File: src/rtl/core/imu_hf_pkg.sv
// shared types and constants for the imu frame parser and heading filter
package imu_hf_pkg;

   localparam int FRAME_LEN    = 11;
   localparam int STORED_BYTES = 10;
   localparam int COUNT_W      = 4;

   localparam logic [7:0] SYNC_BYTE  = 8'h55;
   localparam logic [7:0] ANGLE_TYPE = 8'h53;

   localparam int YAW_W       = 16;
   localparam int HEADING_W   = 9;
   localparam int HEADING_MOD = 360;
   localparam int SCALE_MUL   = 60;
   localparam int SCALE_SHIFT = 15;

   localparam int OUTQ_DEPTH = 4;
   localparam int LOAD_W     = 3;

   typedef struct packed {
      logic [7:0]  frame_type;
      logic [15:0] word_a;
      logic [15:0] word_b;
      logic [15:0] word_c;
      logic [15:0] word_d;
      logic        is_angle;
   } frame_item_type;

   typedef struct packed {
      logic [7:0]           frame_type;
      logic [15:0]          word_a;
      logic [15:0]          word_b;
      logic [15:0]          word_c;
      logic [15:0]          word_d;
      logic [HEADING_W-1:0] heading_deg;
      logic                 heading_new;
   } result_item_type;

   typedef struct packed {
      logic frame_done;
      logic frame_busy;
   } asm_status_type;

endpackage

File: src/rtl/core/imu_frame_parser_heading_filter.sv
// Takes one serial byte per cycle while req_stall is low and emits one
// transaction per 11-byte frame that opens with 0x55 (bytes outside a frame
// that are not 0x55 are dropped; the checksum byte is not checked). The result
// carries the frame type, the four little-endian payload words and the heading
// in whole degrees: on angle frames (type 0x53) the yaw word enters a
// WINDOW_LEN-entry window and the heading is the window sum less its largest
// and smallest entries, times 60, over 32768 truncated toward zero, modulo
// 360; other frames repeat the last heading with heading_new low. Bytes are
// taken back to back, one per cycle, while req_stall is low. A result is
// offered once the frame's last byte has passed through the frame register and
// then the window update, trimmed sum, scaling and queue write registers.
// Results wait in a 4-entry queue; req_stall rises only when that queue and
// the results still in the pipe fill it, i.e. when the receiver holds off.
module imu_frame_parser_heading_filter
   import imu_hf_pkg::*;
#(
   parameter int WINDOW_LEN = 5
)
(
   input  logic                 clock,
   input  logic                 reset,
   input  logic                 req_valid,
   output logic                 req_stall,
   input  logic [7:0]           req_rx_byte,
   output logic                 rsp_valid,
   input  logic                 rsp_stall,
   output logic [7:0]           rsp_frame_type,
   output logic [15:0]          rsp_word_a,
   output logic [15:0]          rsp_word_b,
   output logic [15:0]          rsp_word_c,
   output logic [15:0]          rsp_word_d,
   output logic [HEADING_W-1:0] rsp_heading_deg,
   output logic                 rsp_heading_new
);

   logic              req_accept;
   frame_item_type    frame;
   asm_status_type    asm_status;
   logic              res_valid;
   result_item_type   res_item;
   logic [1:0]        inflight;
   logic [LOAD_W-1:0] pipe_load;
   result_item_type   head_item;

   assign req_accept = req_valid && !req_stall;

   imu_hf_assembler u_assembler (
      .clock      (clock),
      .reset      (reset),
      .req_accept (req_accept),
      .rx_byte    (req_rx_byte),
      .frame_o    (frame),
      .status     (asm_status)
   );

   imu_hf_filter #(
      .WINDOW_LEN (WINDOW_LEN)
   ) u_filter (
      .clock       (clock),
      .reset       (reset),
      .frame_valid (asm_status.frame_busy),
      .frame_i     (frame),
      .res_valid   (res_valid),
      .res_o       (res_item),
      .inflight    (inflight)
   );

   // results not yet in the queue, counting a frame closing this cycle
   assign pipe_load = LOAD_W'(asm_status.frame_busy) + LOAD_W'(asm_status.frame_done)
                    + LOAD_W'(inflight);

   imu_hf_outq #(
      .DEPTH (OUTQ_DEPTH)
   ) u_outq (
      .clock     (clock),
      .reset     (reset),
      .push      (res_valid),
      .push_item (res_item),
      .pipe_load (pipe_load),
      .req_stall (req_stall),
      .rsp_valid (rsp_valid),
      .rsp_stall (rsp_stall),
      .head_item (head_item)
   );

   assign rsp_frame_type  = head_item.frame_type;
   assign rsp_word_a      = head_item.word_a;
   assign rsp_word_b      = head_item.word_b;
   assign rsp_word_c      = head_item.word_c;
   assign rsp_word_d      = head_item.word_d;
   assign rsp_heading_deg = head_item.heading_deg;
   assign rsp_heading_new = head_item.heading_new;

   a_heading_range: assert property (@(posedge clock) disable iff (reset)
      rsp_valid |-> (rsp_heading_deg < HEADING_W'(HEADING_MOD)))
      else $error("heading out of range");

   a_new_on_angle: assert property (@(posedge clock) disable iff (reset)
      rsp_valid |-> (rsp_heading_new == (rsp_frame_type == ANGLE_TYPE)))
      else $error("heading_new does not match frame type");

   a_frames_apart: assert property (@(posedge clock) disable iff (reset)
      asm_status.frame_done |=> !asm_status.frame_done)
      else $error("frames closed on consecutive cycles");

   a_no_close_when_full: assert property (@(posedge clock) disable iff (reset)
      asm_status.frame_done |-> !req_stall)
      else $error("frame closed while input stalled");

endmodule

File: src/rtl/core/imu_hf_assembler.sv
// byte collector: syncs on the start byte and assembles one frame
module imu_hf_assembler
   import imu_hf_pkg::*;
(
   input  logic           clock,
   input  logic           reset,
   input  logic           req_accept,
   input  logic [7:0]     rx_byte,
   output frame_item_type frame_o,
   output asm_status_type status
);

   logic [COUNT_W-1:0] byte_count_ff, byte_count_in;
   logic [7:0]         frame_bytes_ff [STORED_BYTES];
   logic               store_en;
   frame_item_type     frame_ff, frame_in;
   logic               frame_valid_ff, frame_valid_in;
   logic               frame_done;

   always_comb begin
      byte_count_in  = byte_count_ff;
      frame_in       = frame_ff;
      frame_valid_in = 1'b0;
      store_en       = 1'b0;
      frame_done     = 1'b0;
      // a non-sync byte outside a frame is dropped
      if (req_accept && !(byte_count_ff == '0 && rx_byte != SYNC_BYTE)) begin
         if (byte_count_ff == COUNT_W'(FRAME_LEN - 1)) begin
            // checksum byte closes the frame, not stored
            byte_count_in       = '0;
            frame_done          = 1'b1;
            frame_valid_in      = 1'b1;
            frame_in.frame_type = frame_bytes_ff[1];
            frame_in.word_a     = {frame_bytes_ff[3], frame_bytes_ff[2]};
            frame_in.word_b     = {frame_bytes_ff[5], frame_bytes_ff[4]};
            frame_in.word_c     = {frame_bytes_ff[7], frame_bytes_ff[6]};
            frame_in.word_d     = {frame_bytes_ff[9], frame_bytes_ff[8]};
            frame_in.is_angle   = (frame_bytes_ff[1] == ANGLE_TYPE);
         end else begin
            byte_count_in = byte_count_ff + COUNT_W'(1);
            store_en      = 1'b1;
         end
      end
   end

   always_ff @(posedge clock) begin
      if (reset) begin
         byte_count_ff  <= '0;
         frame_valid_ff <= 1'b0;
      end else begin
         byte_count_ff  <= byte_count_in;
         frame_valid_ff <= frame_valid_in;
      end
   end

   always_ff @(posedge clock) begin
      if (store_en) begin
         frame_bytes_ff[byte_count_ff] <= rx_byte;
      end
      frame_ff <= frame_in;
   end

   assign frame_o           = frame_ff;
   assign status.frame_done = frame_done;
   assign status.frame_busy = frame_valid_ff;

endmodule

File: src/rtl/core/imu_hf_filter.sv
// yaw window, trimmed sum, scaling to degrees and heading result
module imu_hf_filter
   import imu_hf_pkg::*;
#(
   parameter int WINDOW_LEN = 5
)
(
   input  logic            clock,
   input  logic            reset,
   input  logic            frame_valid,
   input  frame_item_type  frame_i,
   output logic            res_valid,
   output result_item_type res_o,
   output logic [1:0]      inflight
);

   localparam int SLOT_W     = $clog2(WINDOW_LEN);
   localparam int SUM_W      = YAW_W + $clog2(WINDOW_LEN) + 1;
   localparam int PROD_W     = SUM_W + 6;
   localparam int Q_W        = PROD_W - SCALE_SHIFT;
   localparam int QMAX       = (WINDOW_LEN - 2) * SCALE_MUL;
   localparam int MOD_BIAS   = HEADING_MOD * ((QMAX + HEADING_MOD - 1) / HEADING_MOD);
   localparam int MOD_STEPS  = (MOD_BIAS + QMAX) / HEADING_MOD;
   localparam int EXT_W      = Q_W + 2;
   localparam int FIRST_SLOT = 1 % WINDOW_LEN;
   localparam int ROUND_ADD  = (1 << SCALE_SHIFT) - 1;

   logic signed [YAW_W-1:0] window_ff [WINDOW_LEN];
   logic signed [YAW_W-1:0] window_in [WINDOW_LEN];
   logic [SLOT_W-1:0]       slot_ff, slot_in;
   logic                    primed_ff, primed_in;

   logic                    p1_valid_ff, p2_valid_ff, p3_valid_ff;
   frame_item_type          p1_ff, p2_ff, p3_ff;

   logic signed [SUM_W-1:0] sum_ff, sum_in;
   logic signed [Q_W-1:0]   q_ff, q_in;
   logic [HEADING_W-1:0]    last_heading_ff, last_heading_in;

   logic signed [SUM_W-1:0]  acc;
   logic signed [YAW_W-1:0]  hi, lo;
   logic signed [PROD_W-1:0] prod, rnd;
   logic signed [EXT_W-1:0]  wrap;
   logic [HEADING_W-1:0]     heading;

   // window update as the frame enters
   always_comb begin
      window_in = window_ff;
      slot_in   = slot_ff;
      primed_in = primed_ff;
      if (frame_valid && frame_i.is_angle) begin
         if (!primed_ff) begin
            for (int k = 0; k < WINDOW_LEN; k++) begin
               window_in[k] = signed'(frame_i.word_c);
            end
            slot_in   = SLOT_W'(FIRST_SLOT);
            primed_in = 1'b1;
         end else begin
            window_in[slot_ff] = signed'(frame_i.word_c);
            slot_in = (slot_ff == SLOT_W'(WINDOW_LEN - 1)) ? '0 : slot_ff + SLOT_W'(1);
         end
      end
   end

   // sum without the largest and smallest entry
   always_comb begin
      acc = '0;
      hi  = window_ff[0];
      lo  = window_ff[0];
      for (int k = 0; k < WINDOW_LEN; k++) begin
         acc = acc + SUM_W'(window_ff[k]);
         if (window_ff[k] > hi) begin
            hi = window_ff[k];
         end
         if (window_ff[k] < lo) begin
            lo = window_ff[k];
         end
      end
      sum_in = acc - SUM_W'(hi) - SUM_W'(lo);
   end

   // times 60 over 32768, truncated toward zero
   always_comb begin
      prod = PROD_W'(sum_ff) * PROD_W'(SCALE_MUL);
      if (prod[PROD_W-1]) begin
         rnd = (prod + PROD_W'(ROUND_ADD)) >>> SCALE_SHIFT;
      end else begin
         rnd = prod >>> SCALE_SHIFT;
      end
      q_in = Q_W'(rnd);
   end

   // true modulo 360: bias to non-negative, then MOD_STEPS compare-subtracts
   always_comb begin
      wrap = EXT_W'(q_ff) + EXT_W'(MOD_BIAS);
      for (int k = 0; k < MOD_STEPS; k++) begin
         if (wrap >= EXT_W'(HEADING_MOD)) begin
            wrap = wrap - EXT_W'(HEADING_MOD);
         end
      end
      heading = wrap[HEADING_W-1:0];

      last_heading_in = last_heading_ff;
      if (p3_valid_ff && p3_ff.is_angle) begin
         last_heading_in = heading;
      end

      res_o.frame_type  = p3_ff.frame_type;
      res_o.word_a      = p3_ff.word_a;
      res_o.word_b      = p3_ff.word_b;
      res_o.word_c      = p3_ff.word_c;
      res_o.word_d      = p3_ff.word_d;
      res_o.heading_deg = p3_ff.is_angle ? heading : last_heading_ff;
      res_o.heading_new = p3_ff.is_angle;
   end

   always_ff @(posedge clock) begin
      if (reset) begin
         slot_ff         <= '0;
         primed_ff       <= 1'b0;
         p1_valid_ff     <= 1'b0;
         p2_valid_ff     <= 1'b0;
         p3_valid_ff     <= 1'b0;
         last_heading_ff <= '0;
      end else begin
         slot_ff         <= slot_in;
         primed_ff       <= primed_in;
         p1_valid_ff     <= frame_valid;
         p2_valid_ff     <= p1_valid_ff;
         p3_valid_ff     <= p2_valid_ff;
         last_heading_ff <= last_heading_in;
      end
   end

   always_ff @(posedge clock) begin
      window_ff <= window_in;
      p1_ff     <= frame_i;
      p2_ff     <= p1_ff;
      p3_ff     <= p2_ff;
      sum_ff    <= sum_in;
      q_ff      <= q_in;
   end

   assign res_valid = p3_valid_ff;
   assign inflight  = 2'(p1_valid_ff) + 2'(p2_valid_ff) + 2'(p3_valid_ff);

endmodule

File: src/rtl/core/imu_hf_outq.sv
// result queue with credit-based input stall
module imu_hf_outq
   import imu_hf_pkg::*;
#(
   parameter int DEPTH = 4
)
(
   input  logic              clock,
   input  logic              reset,
   input  logic              push,
   input  result_item_type   push_item,
   input  logic [LOAD_W-1:0] pipe_load,
   output logic              req_stall,
   output logic              rsp_valid,
   input  logic              rsp_stall,
   output result_item_type   head_item
);

   localparam int PTR_W = $clog2(DEPTH);
   localparam int CNT_W = $clog2(DEPTH + 1);
   localparam int OCC_W = ((CNT_W > LOAD_W) ? CNT_W : LOAD_W) + 1;

   result_item_type   entry_ff [DEPTH];
   logic [PTR_W-1:0]  wr_ptr_ff, wr_ptr_in;
   logic [PTR_W-1:0]  rd_ptr_ff, rd_ptr_in;
   logic [CNT_W-1:0]  count_ff, count_in;
   logic              stall_ff, stall_in;
   logic              pop;
   logic [OCC_W-1:0]  occ;

   always_comb begin
      pop       = (count_ff != '0) && !rsp_stall;
      count_in  = count_ff + CNT_W'(push) - CNT_W'(pop);
      wr_ptr_in = wr_ptr_ff;
      rd_ptr_in = rd_ptr_ff;
      if (push) begin
         wr_ptr_in = (wr_ptr_ff == PTR_W'(DEPTH - 1)) ? '0 : wr_ptr_ff + PTR_W'(1);
      end
      if (pop) begin
         rd_ptr_in = (rd_ptr_ff == PTR_W'(DEPTH - 1)) ? '0 : rd_ptr_ff + PTR_W'(1);
      end
      // results queued or still in the pipe after this edge
      occ      = OCC_W'(count_ff) + OCC_W'(pipe_load) - OCC_W'(pop);
      stall_in = (occ >= OCC_W'(DEPTH));
   end

   always_ff @(posedge clock) begin
      if (reset) begin
         wr_ptr_ff <= '0;
         rd_ptr_ff <= '0;
         count_ff  <= '0;
         stall_ff  <= 1'b0;
      end else begin
         wr_ptr_ff <= wr_ptr_in;
         rd_ptr_ff <= rd_ptr_in;
         count_ff  <= count_in;
         stall_ff  <= stall_in;
      end
   end

   always_ff @(posedge clock) begin
      if (push) begin
         entry_ff[wr_ptr_ff] <= push_item;
      end
   end

   assign req_stall = stall_ff;
   assign rsp_valid = (count_ff != '0);
   assign head_item = entry_ff[rd_ptr_ff];

endmodule
File: config.mk
export PLATFORM = sky130hd
export DESIGN_NAME = imu_frame_parser_heading_filter
export DESIGN_NICKNAME = d
export VERILOG_FILES = /design/src/rtl/core/imu_hf_pkg.sv /design/src/rtl/core/imu_frame_parser_heading_filter.sv /design/src/rtl/core/imu_hf_assembler.sv /design/src/rtl/core/imu_hf_filter.sv /design/src/rtl/core/imu_hf_outq.sv
export SDC_FILE = /design/constraint.sdc
export NUM_CORES = 1
export LEC_CHECK = 0
export BUFFER_PORTS_ARGS = -buffer_cell sky130_fd_sc_hd__buf_4
export CAP_MARGIN = 5
export CORE_ASPECT_RATIO = 1.4
export CORE_MARGIN = 5
export CORE_UTILIZATION = 55
export DETAILED_ROUTE_END_ITERATION = 10
export PLACE_DENSITY = 0.74
export SYNTH_ARGS = -nofsm -noshare
export SYNTH_HDL_FRONTEND = slang
export SYNTH_SLANG_ARGS = --single-unit
File: constraint.sdc
create_clock -name clock -period 14.2 [get_ports clock]
set_input_delay 2.84 -clock clock [delete_from_list [all_inputs] [get_ports clock]]
set_output_delay 2.84 -clock clock [all_outputs]
set_load 0.01 [all_outputs]
==> metrics.md, run 1 <==
| Metric | Value |
|---|---|
| Pre-CTS WS | `-0.140 ns` |
| Final HPWL DP | `56.6 mm` |
| Crit path max fanout | `5` |
| Total CTS buffers | `76` |
| Post-route ant nets | `0` |
| Placer congestion estimate | `0.930` |
| Post-synth cell types | `84` |
| Mean Syn Cell Area | `roughly 14 um^2` |
| #FFs+latches synth | `834` |
| Post-synth EDFFs | `553` |
| Layout area overhead | `14.6%` |
| Avg WL per Cell | `about 22 um` |
| Largest stage delay, worst path | `0.55 ns` |
| P_leak | `0.0164 uW` |
| Starting Density | `0.555` |
| Total grt overflow | `0` |
| Critical path type | `reg2reg` |
| Syn Nets | `2878` |
| Largest net degree at the start of global routing | `just over 60` |
| Setup ws final | `0.609 ns` |
| Via density | `between 5 and 6` |
| Crit path capture type | `register` |
| Layout net count | `approximately 3100` |
| R2R Path Start | `u_filter.window_ff[63]` |
| Final Util | `0.636` |
| Max cap viols | `0` |
| Die Y | `314 um` |
| Io pins | `96` |
| TritonCTS clock tree | `yes` |
| Cells after synthesis | `2554` |
| Cell Area, Placed | `0.0387 mm^2` |
| First-pass GRT wire length | `122 mm` |
| Share of layout cells above drive strength 1 | `0.176` |
| Setup TNS Final | `0 ns` |
| Slew margin rel. | `0.238` |
| Startpoint types | `register` |
| Fmax | `between 70 and 80 MHz` |
| Status | `complete, no violations` |
| Post-synthesis sequential area ratio | `0.611` |
| Synth Cell Area | `0.0364 mm^2` |
| Buffers on Ports | `between 90 and 100` |
| Delay-heaviest family, CP | `compound AO/OA/AOI/OAI gates` |
| CP required | `~15 ns` |
| H-Tree Depth | `3` |
| Vias in the first global route | `between 20000 and 25000` |
| Worst-margin pin slew | `around 1.1 ns` |
| Hold path start | `u_filter.p2_ff[42]` |
| Critical Path AT | `14.10 ns` |
| Crit path buf inv count | `4` |
| Worst VDD drop | `between 0.0001 and 0.00015 V` |
| Yosys warnings | `0` |
| DRC | `0` |
| Drt first-iter violations | `1386` |
| Worst-path clk slew | `0.06 ns` |
| Clock Skew | `0.0287 ns` |
| Period Utilization, post-route | `0.957` |
| PwrDens | `122 mW/mm^2` |
| CP max stage cell | `or4_4` |
| Drt pass-1 iters | `5` |
| Die width | `approximately 230 um` |
| Total Wirelength | `~80 mm` |
| FILL cells | `4683` |
| Ys async rst share | `0` |
| Clock root buffer | `clkbuf_16` |
| Worst hold-check path type | `reg2reg` |
| Initial antenna violation count | `2` |
| Final min period | `13.59 ns` |
| Cell area after layout | `~0.042 mm^2` |
| Core area | `~0.066 mm^2` |
| Fin. max-slew vios | `0` |
| Via count | `roughly 21000` |
| Final hold viol count | `0` |
| Main synth FF type | `edfxtp_1` |
| Row count | `111` |
| Worst-Skew Late Latency | `0.62 ns` |
| Die ar. | `0.0714 mm^2` |
| # clock sinks | `834` |
| GRT Total Usage | `0.225` |
| CTS max path bufs | `3` |
| Endpoints failing setup | `0` |
| Hold Buf Count CTS | `0` |
| Critical Path Source | `u_filter.window_ff[63]` |
==> worst paths after layout <==
path / to / slack (ns) / cells past startpoint
min: u_filter.res_o[51] / 0.32 / 0
min reg2reg: u_filter.res_o[51] / 0.32 / 0
max: u_filter.sum_ff[19] / 0.61 / 63
max reg2reg: u_filter.sum_ff[19] / 0.61 / 63
==> flip-flops by register name, indices dropped and copies added, names as in the netlist, named ones only <==
name                        cells
u_outq.req_stall                1
u_filter.slot_ff                3
u_filter.primed_ff              1
u_filter.p2_valid_ff            1
u_assembler.frame_bytes_ff     72
u_filter.p1_ff                 73
u_filter.p1_valid_ff            1
u_filter.last_heading_ff        9
u_filter.p2_ff                 73
u_filter.sum_ff                20
u_assembler.byte_count_ff       4
u_filter.res_valid              1
u_assembler.frame_o            73
u_filter.q_ff                  11
u_outq.entry_ff               328
u_filter.res_o                 73
u_assembler.frame_valid_ff      1
u_filter.window_ff             80
u_outq.count_ff                 3
u_outq.rd_ptr_ff                2
u_outq.wr_ptr_ff                2
==> layout by cell type, fill, tap and decap left out, types with 12 or more instances in the layout <==
cell       instances
xor2_1            23
o21bai_1          17
xnor2_1           60
a211oi_1          12
nand4_1           25
inv_1            310
nor2_1           116
o21ai_0           59
and2_1           105
nand2b_1          12
nand3_1           20
nor2b_1           18
clkbuf_1          12
dfxtp_1          279
a21oi_1          105
o21a_1            19
fa_1             108
clkinv_2          12
clkbuf_16         79
a221o_1           15
ha_1             195
mux2i_1           60
mux4_2            82
a21o_1            37
edfxtp_1         553
nor3_1            15
nand2_1           82
clkbuf_8          14
buf_4            208
==> Yosys cell counts, types with 4 or more instances <==
cell / n / area share
nor4_1: 7 / 0.0012
mux4_2: 82 / 0.051
clkbuf_1: 42 / 0.0043
a211oi_1: 13 / 0.0027
o21a_1: 19 / 0.0039
dfxtp_1: 281 / 0.15
and2_1: 109 / 0.019
o311ai_0: 4 / 0.00096
a21o_1: 37 / 0.0076
xnor2_1: 60 / 0.014
or3_1: 6 / 0.0010
nand2_1: 83 / 0.0086
o211ai_1: 5 / 0.0010
or2_2: 5 / 0.00086
mux2_2: 11 / 0.0034
nand4_1: 25 / 0.0043
o21ai_0: 62 / 0.0085
and3_1: 6 / 0.0010
edfxtp_1: 553 / 0.46
buf_1: 10 / 0.0010
inv_1: 311 / 0.032
o21bai_1: 17 / 0.0035
mux2i_1: 63 / 0.017
nand2b_1: 12 / 0.0021
buf_2: 5 / 0.00069
nor2_1: 117 / 0.012
and4_1: 4 / 0.00096
nand3_1: 20 / 0.0028
a221o_1: 15 / 0.0041
a2111oi_0: 5 / 0.0012
a41o_1: 4 / 0.0011
fa_1: 110 / 0.061
xor2_1: 23 / 0.0055
a31oi_1: 6 / 0.0010
o31ai_1: 7 / 0.0014
nor3_1: 16 / 0.0022
ha_1: 202 / 0.069
a21oi_1: 115 / 0.016
nor2b_1: 18 / 0.0031
==> power by group <==
group | switching, uW | leakage (uW) | internal, uW
sequential | 33.9 | 0.00733 | 2570
combinational | 196 | 0.00783 | 235
clock | 897 | 0.00126 | 1140
==> per-layer routing <==
metal  up-vias  share of wire  track usage
li1       9628              -            -
met1     10200           0.38        0.261
met2       554           0.53        0.408
met3       198          0.037       0.0238
met4         0          0.056        0.114
met5         -              0            0
==> cell type report <==
class                           instances  area [um^2]  share of cell area
Timing Repair Buffer                  214         1640              0.0393
Inverter                              311         1170              0.0280
Clock inverter                         35          349             0.00838
Multi-Input combinational cell       1349        13000               0.312
Tap cell                              847         1060              0.0254
Antenna cell                            1         2.50           0.0000600
Clock buffer                          106         2220              0.0533
Sequential cell                       834        22200               0.534
==> worst register-to-register path: cells and delay by family (launching register included) <==
| family | cells | cell delay [ns] |
|---|---|---|
| compound gates | 35 | 6.67 |
| xor+xnor | 1 | 0.17 |
| fa+ha+maj | 9 | 3.17 |
| buf+inv | 4 | 0.42 |
| flops | 1 | 0.44 |
| mux | 2 | 0.43 |
| simple gates | 12 | 2.19 |
==> per-stage QoR <==
step                std cells  hold WS (ns)  total power, uW
finish                   3697         0.323             5070
global route             3697         0.332             5250
CTS                      3685         0.325             5130
detailed placement       3544         0.312             3100
global placement         3544         0.310             3090
floorplan                2554         0.310             2910
==> cells by family (layout without fill, tap and decap cells) <==
logic type               Yosys count  count (layout)  synth area share
AND/OR/NAND/NOR                  447             447            0.0637
adder cells (fa/ha/maj)          312             312             0.130
flip-flops                       834             834             0.611
multiplexers                     156             156            0.0715
buffers and inverters            371             666            0.0390
XOR/XNOR                          83              83            0.0200
AO/OA/AOI/OAI                    351             351            0.0645
other                              0               1                 0
==> what timing repair did <==
action / CTS / global route
endpoints found under the setup margin: 1 / 8
gates resized for setup: 4 / 47
endpoints found under the hold margin: 0 / 0
buffers inserted: 0 / 11
pin swaps: 0 / 24
No activity file was read; power rests on OpenSTA's default activity.
==> inputs of run 2 (changes only) <==
--- a/config.mk
+++ b/config.mk
@@ -14,4 +14,5 @@
 export PLACE_DENSITY = 0.74
 export SYNTH_ARGS = -nofsm -noshare
 export SYNTH_HDL_FRONTEND = slang
+export SYNTH_HIERARCHICAL = 1
 export SYNTH_SLANG_ARGS = --single-unit
==> run 2 against run 1 <==
Clock skew increased by 0.022 ns. Core utilization decreased by 0.13 points. Total power decreased by 0.22%. Largest cell class unchanged. Critical path type unchanged. Combinational power decreased by 6.0%. Die area increased by 0.46%.
==> metrics.md, run 2 <==
| Metric | Value |
|---|---|
| Status | `complete, no violations` |
| Vias in the first global route | `21700` |
| Crit path capture type | `register` |
| #FFs+latches synth | `834` |
| Commonest non-fill, non-tap cell in the layout | `edfxtp_1` |
| Drt pass-1 iters | `6` |
| Layout net count | `3061` |
| Period Utilization, post-route | `0.951` |
| Reg-to-reg setup timing slack | `0.69 ns` |
| Share of the synthesized area in the top cell type | `0.454` |
| Total Wirelength | `roughly 85 mm` |
| Ys async rst share | `0` |
| Via density | `~5.7` |
| Slew margin rel. | `0.0929` |
| Die width | `228 um` |
| FILL cells | `4678` |
| Post-synth cell types | `92` |
| Layout area overhead | `14.1%` |
| Total grt overflow | `0` |
| Non-Filler Instances | `3651` |
| Fin. max-slew vios | `0` |
| Post-synthesis sequential area ratio | `0.608` |
| CP required | `14.71 ns` |
| Largest net degree at the start of global routing | `65` |
| Worst-Skew Late Latency | `around 0.64 ns` |
| TritonCTS clock tree | `yes` |
| Syn Nets | `2838` |
| Clock Skew | `0.0504 ns` |
| Endpoints failing setup | `0` |
| Worst-margin pin slew | `1.35 ns` |
| Core area | `0.0657 mm^2` |
| Placer congestion estimate | `about 1.0` |
| Die ar. | `0.0718 mm^2` |
| Pre-CTS WS | `between 0.006 and 0.007 ns` |
| Hold path start | `u_filter/p2_ff[20]` |
| Main synth FF type | `edfxtp_1` |
| Largest stage delay, worst path | `0.53 ns` |
| H-Tree Depth | `3` |
| Post-synth EDFFs | `553` |
| Commonest non-fill, non-tap cells in the layout | `edfxtp_1 (553), inv_1 (303), dfxtp_1 (279)` |
| Drt first-iter violations | `1422` |
| Die Y | `315 um` |
| Synth top cells by count | `edfxtp_1 (553), inv_1 (304), dfxtp_1 (281), ha_1 (185), fa_1 (122)` |
| # clock sinks | `about 830` |
| Buffers on Ports | `95` |
| Largest regs | `u_outq/entry_ff x328, u_filter/window_ff x80` |
| Critical path type | `reg2reg` |
| First-pass GRT wire length | `between 100 and 150 mm` |
| Share of layout cells above drive strength 1 | `0.190` |
| FF-to-FF End | `u_filter/sum_ff[17]` |
| Startpoint types | `register` |
| R2R Path Start | `u_filter/window_ff[60]` |
| Worst hold-check path type | `reg2reg` |
| Synth Cell Area | `roughly 0.037 mm^2` |
| Largest register by flop count | `u_outq/entry_ff` |
| CP max stage cell | `fa_1` |
| Worst-path clk slew | `0.07 ns` |
| End of the worst hold path | `u_filter/res_o[29]` |
| Cells after synthesis | `2519` |
| Overall Power | `5060 uW` |
| Final hold viol count | `0` |
| GRT Total Usage | `0.234` |
| Initial antenna violation count | `1` |
| Clock root buffer | `clkbuf_16` |
| Crit path buf inv count | `9` |
| Via count | `20700` |
| Mean Syn Cell Area | `~15 um^2` |
| Number of placed cells counting well taps | `3495` |
| Setup ws final | `0.692 ns` |
| Starting Density | `0.556` |
| Final HPWL DP | `60.7 mm` |
| Max cap viols | `0` |
| Most frequent cell after synthesis | `edfxtp_1` |
| P_leak | `around 0.016 uW` |
| Yosys warnings | `6` |
| Final Util | `0.635` |
| Avg WL per Cell | `23.2 um` |
| Critical Path AT | `14.02 ns` |
| Post-route ant nets | `0` |
| Fmax | `between 70 and 80 MHz` |
| Synth area leader | `edfxtp_1` |
| Max FFs per register | `328` |
| Cells on worst reg2reg path | `62` |
| Total CTS buffers | `73` |
| Hold Path Depth | `0` |
| Final min period | `13.51 ns` |
| Row count | `111` |
| Delay-heaviest family, CP | `compound AO/OA/AOI/OAI gates` |
| Crit path max fanout | `10` |
| Hold Buf Count CTS | `0` |
| Worst VDD drop | `0.000103 V` |
| Synth area leaders | `edfxtp_1 (45%), dfxtp_1 (15%), fa_1 (6.7%)` |
| PwrDens | `121 mW/mm^2` |
| CTS max path bufs | `3` |
| Io pins | `between 90 and 100` |
| DRC | `0` |
run 2: report_power, final:
group	switching (uW)	total [uW]	internal (uW)
registers	40.8	2610	2570
clock network	907	2050	1140
logic	179	405	226
total	1130	5060	3930
run 2: worst max path at each step:
| stage | from | endpoint | slack, ns | cells after the start |
|---|---|---|---|---|
| floorplan | u_filter/window_ff[79] | u_filter/sum_ff[17] | 0.50 | 64 |
| global placement | u_filter/window_ff[79] | u_filter/sum_ff[17] | 0.16 | 60 |
| detailed placement | u_filter/window_ff[75] | u_filter/sum_ff[17] | 0.007 | 58 |
| CTS | u_filter/window_ff[73] | u_filter/sum_ff[17] | 0.03 | 60 |
| global route | u_filter/window_ff[75] | u_filter/sum_ff[17] | -0.05 | 60 |
| finish | u_filter/window_ff[60] | u_filter/sum_ff[17] | 0.69 | 62 |
run 2: final cells by class:
class / instances / area (um^2) / area share
Clock inverter: 43 / 487 / 0.0117
Timing Repair Buffer: 213 / 1650 / 0.0396
Tap cell: 847 / 1060 / 0.0254
Inverter: 304 / 1140 / 0.0274
Sequential cell: 834 / 22200 / 0.534
Antenna cell: 1 / 2.50 / 0.0000600
Multi-Input combinational cell: 1316 / 13000 / 0.313
Clock buffer: 93 / 2070 / 0.0497
run 2: stage by stage:
step | setup TNS, ns | hold WS (ns) | area [um^2]
floorplan | 0 | 0.310 | 36500
global placement | 0 | 0.310 | 38700
detailed placement | 0 | 0.312 | 38700
CTS | 0 | 0.308 | 41300
global route | -0.0705 | 0.327 | 41700
finish | 0 | 0.311 | 41700
run 2: what timing repair did:
action / CTS / global route
pin swaps: 0 / 7
endpoints found under the setup margin: 4 / 12
setup buffers: 0 / 18
resized for setup: 4 / 53
run 2: cell families after synthesis:
| kind of cell | share of synthesized area |
|---|---|
| DFF | 0.608 |
| buffers and inverters | 0.0431 |
| and+or+nand+nor | 0.0679 |
| adders and majority gates | 0.130 |
| muxes | 0.0769 |
| xor gates and xnor gates | 0.0146 |
| AOI/OAI and AO/OA | 0.0586 |
run 2: metal layers:
metal | GRT usage | vias up | share of wire
li1 | - | 9548 | -
met1 | 0.279 | 10300 | 0.38
met2 | 0.413 | 646 | 0.52
met3 | 0.0308 | 209 | 0.041
met4 | 0.129 | 0 | 0.060
met5 | 0 | - | 0
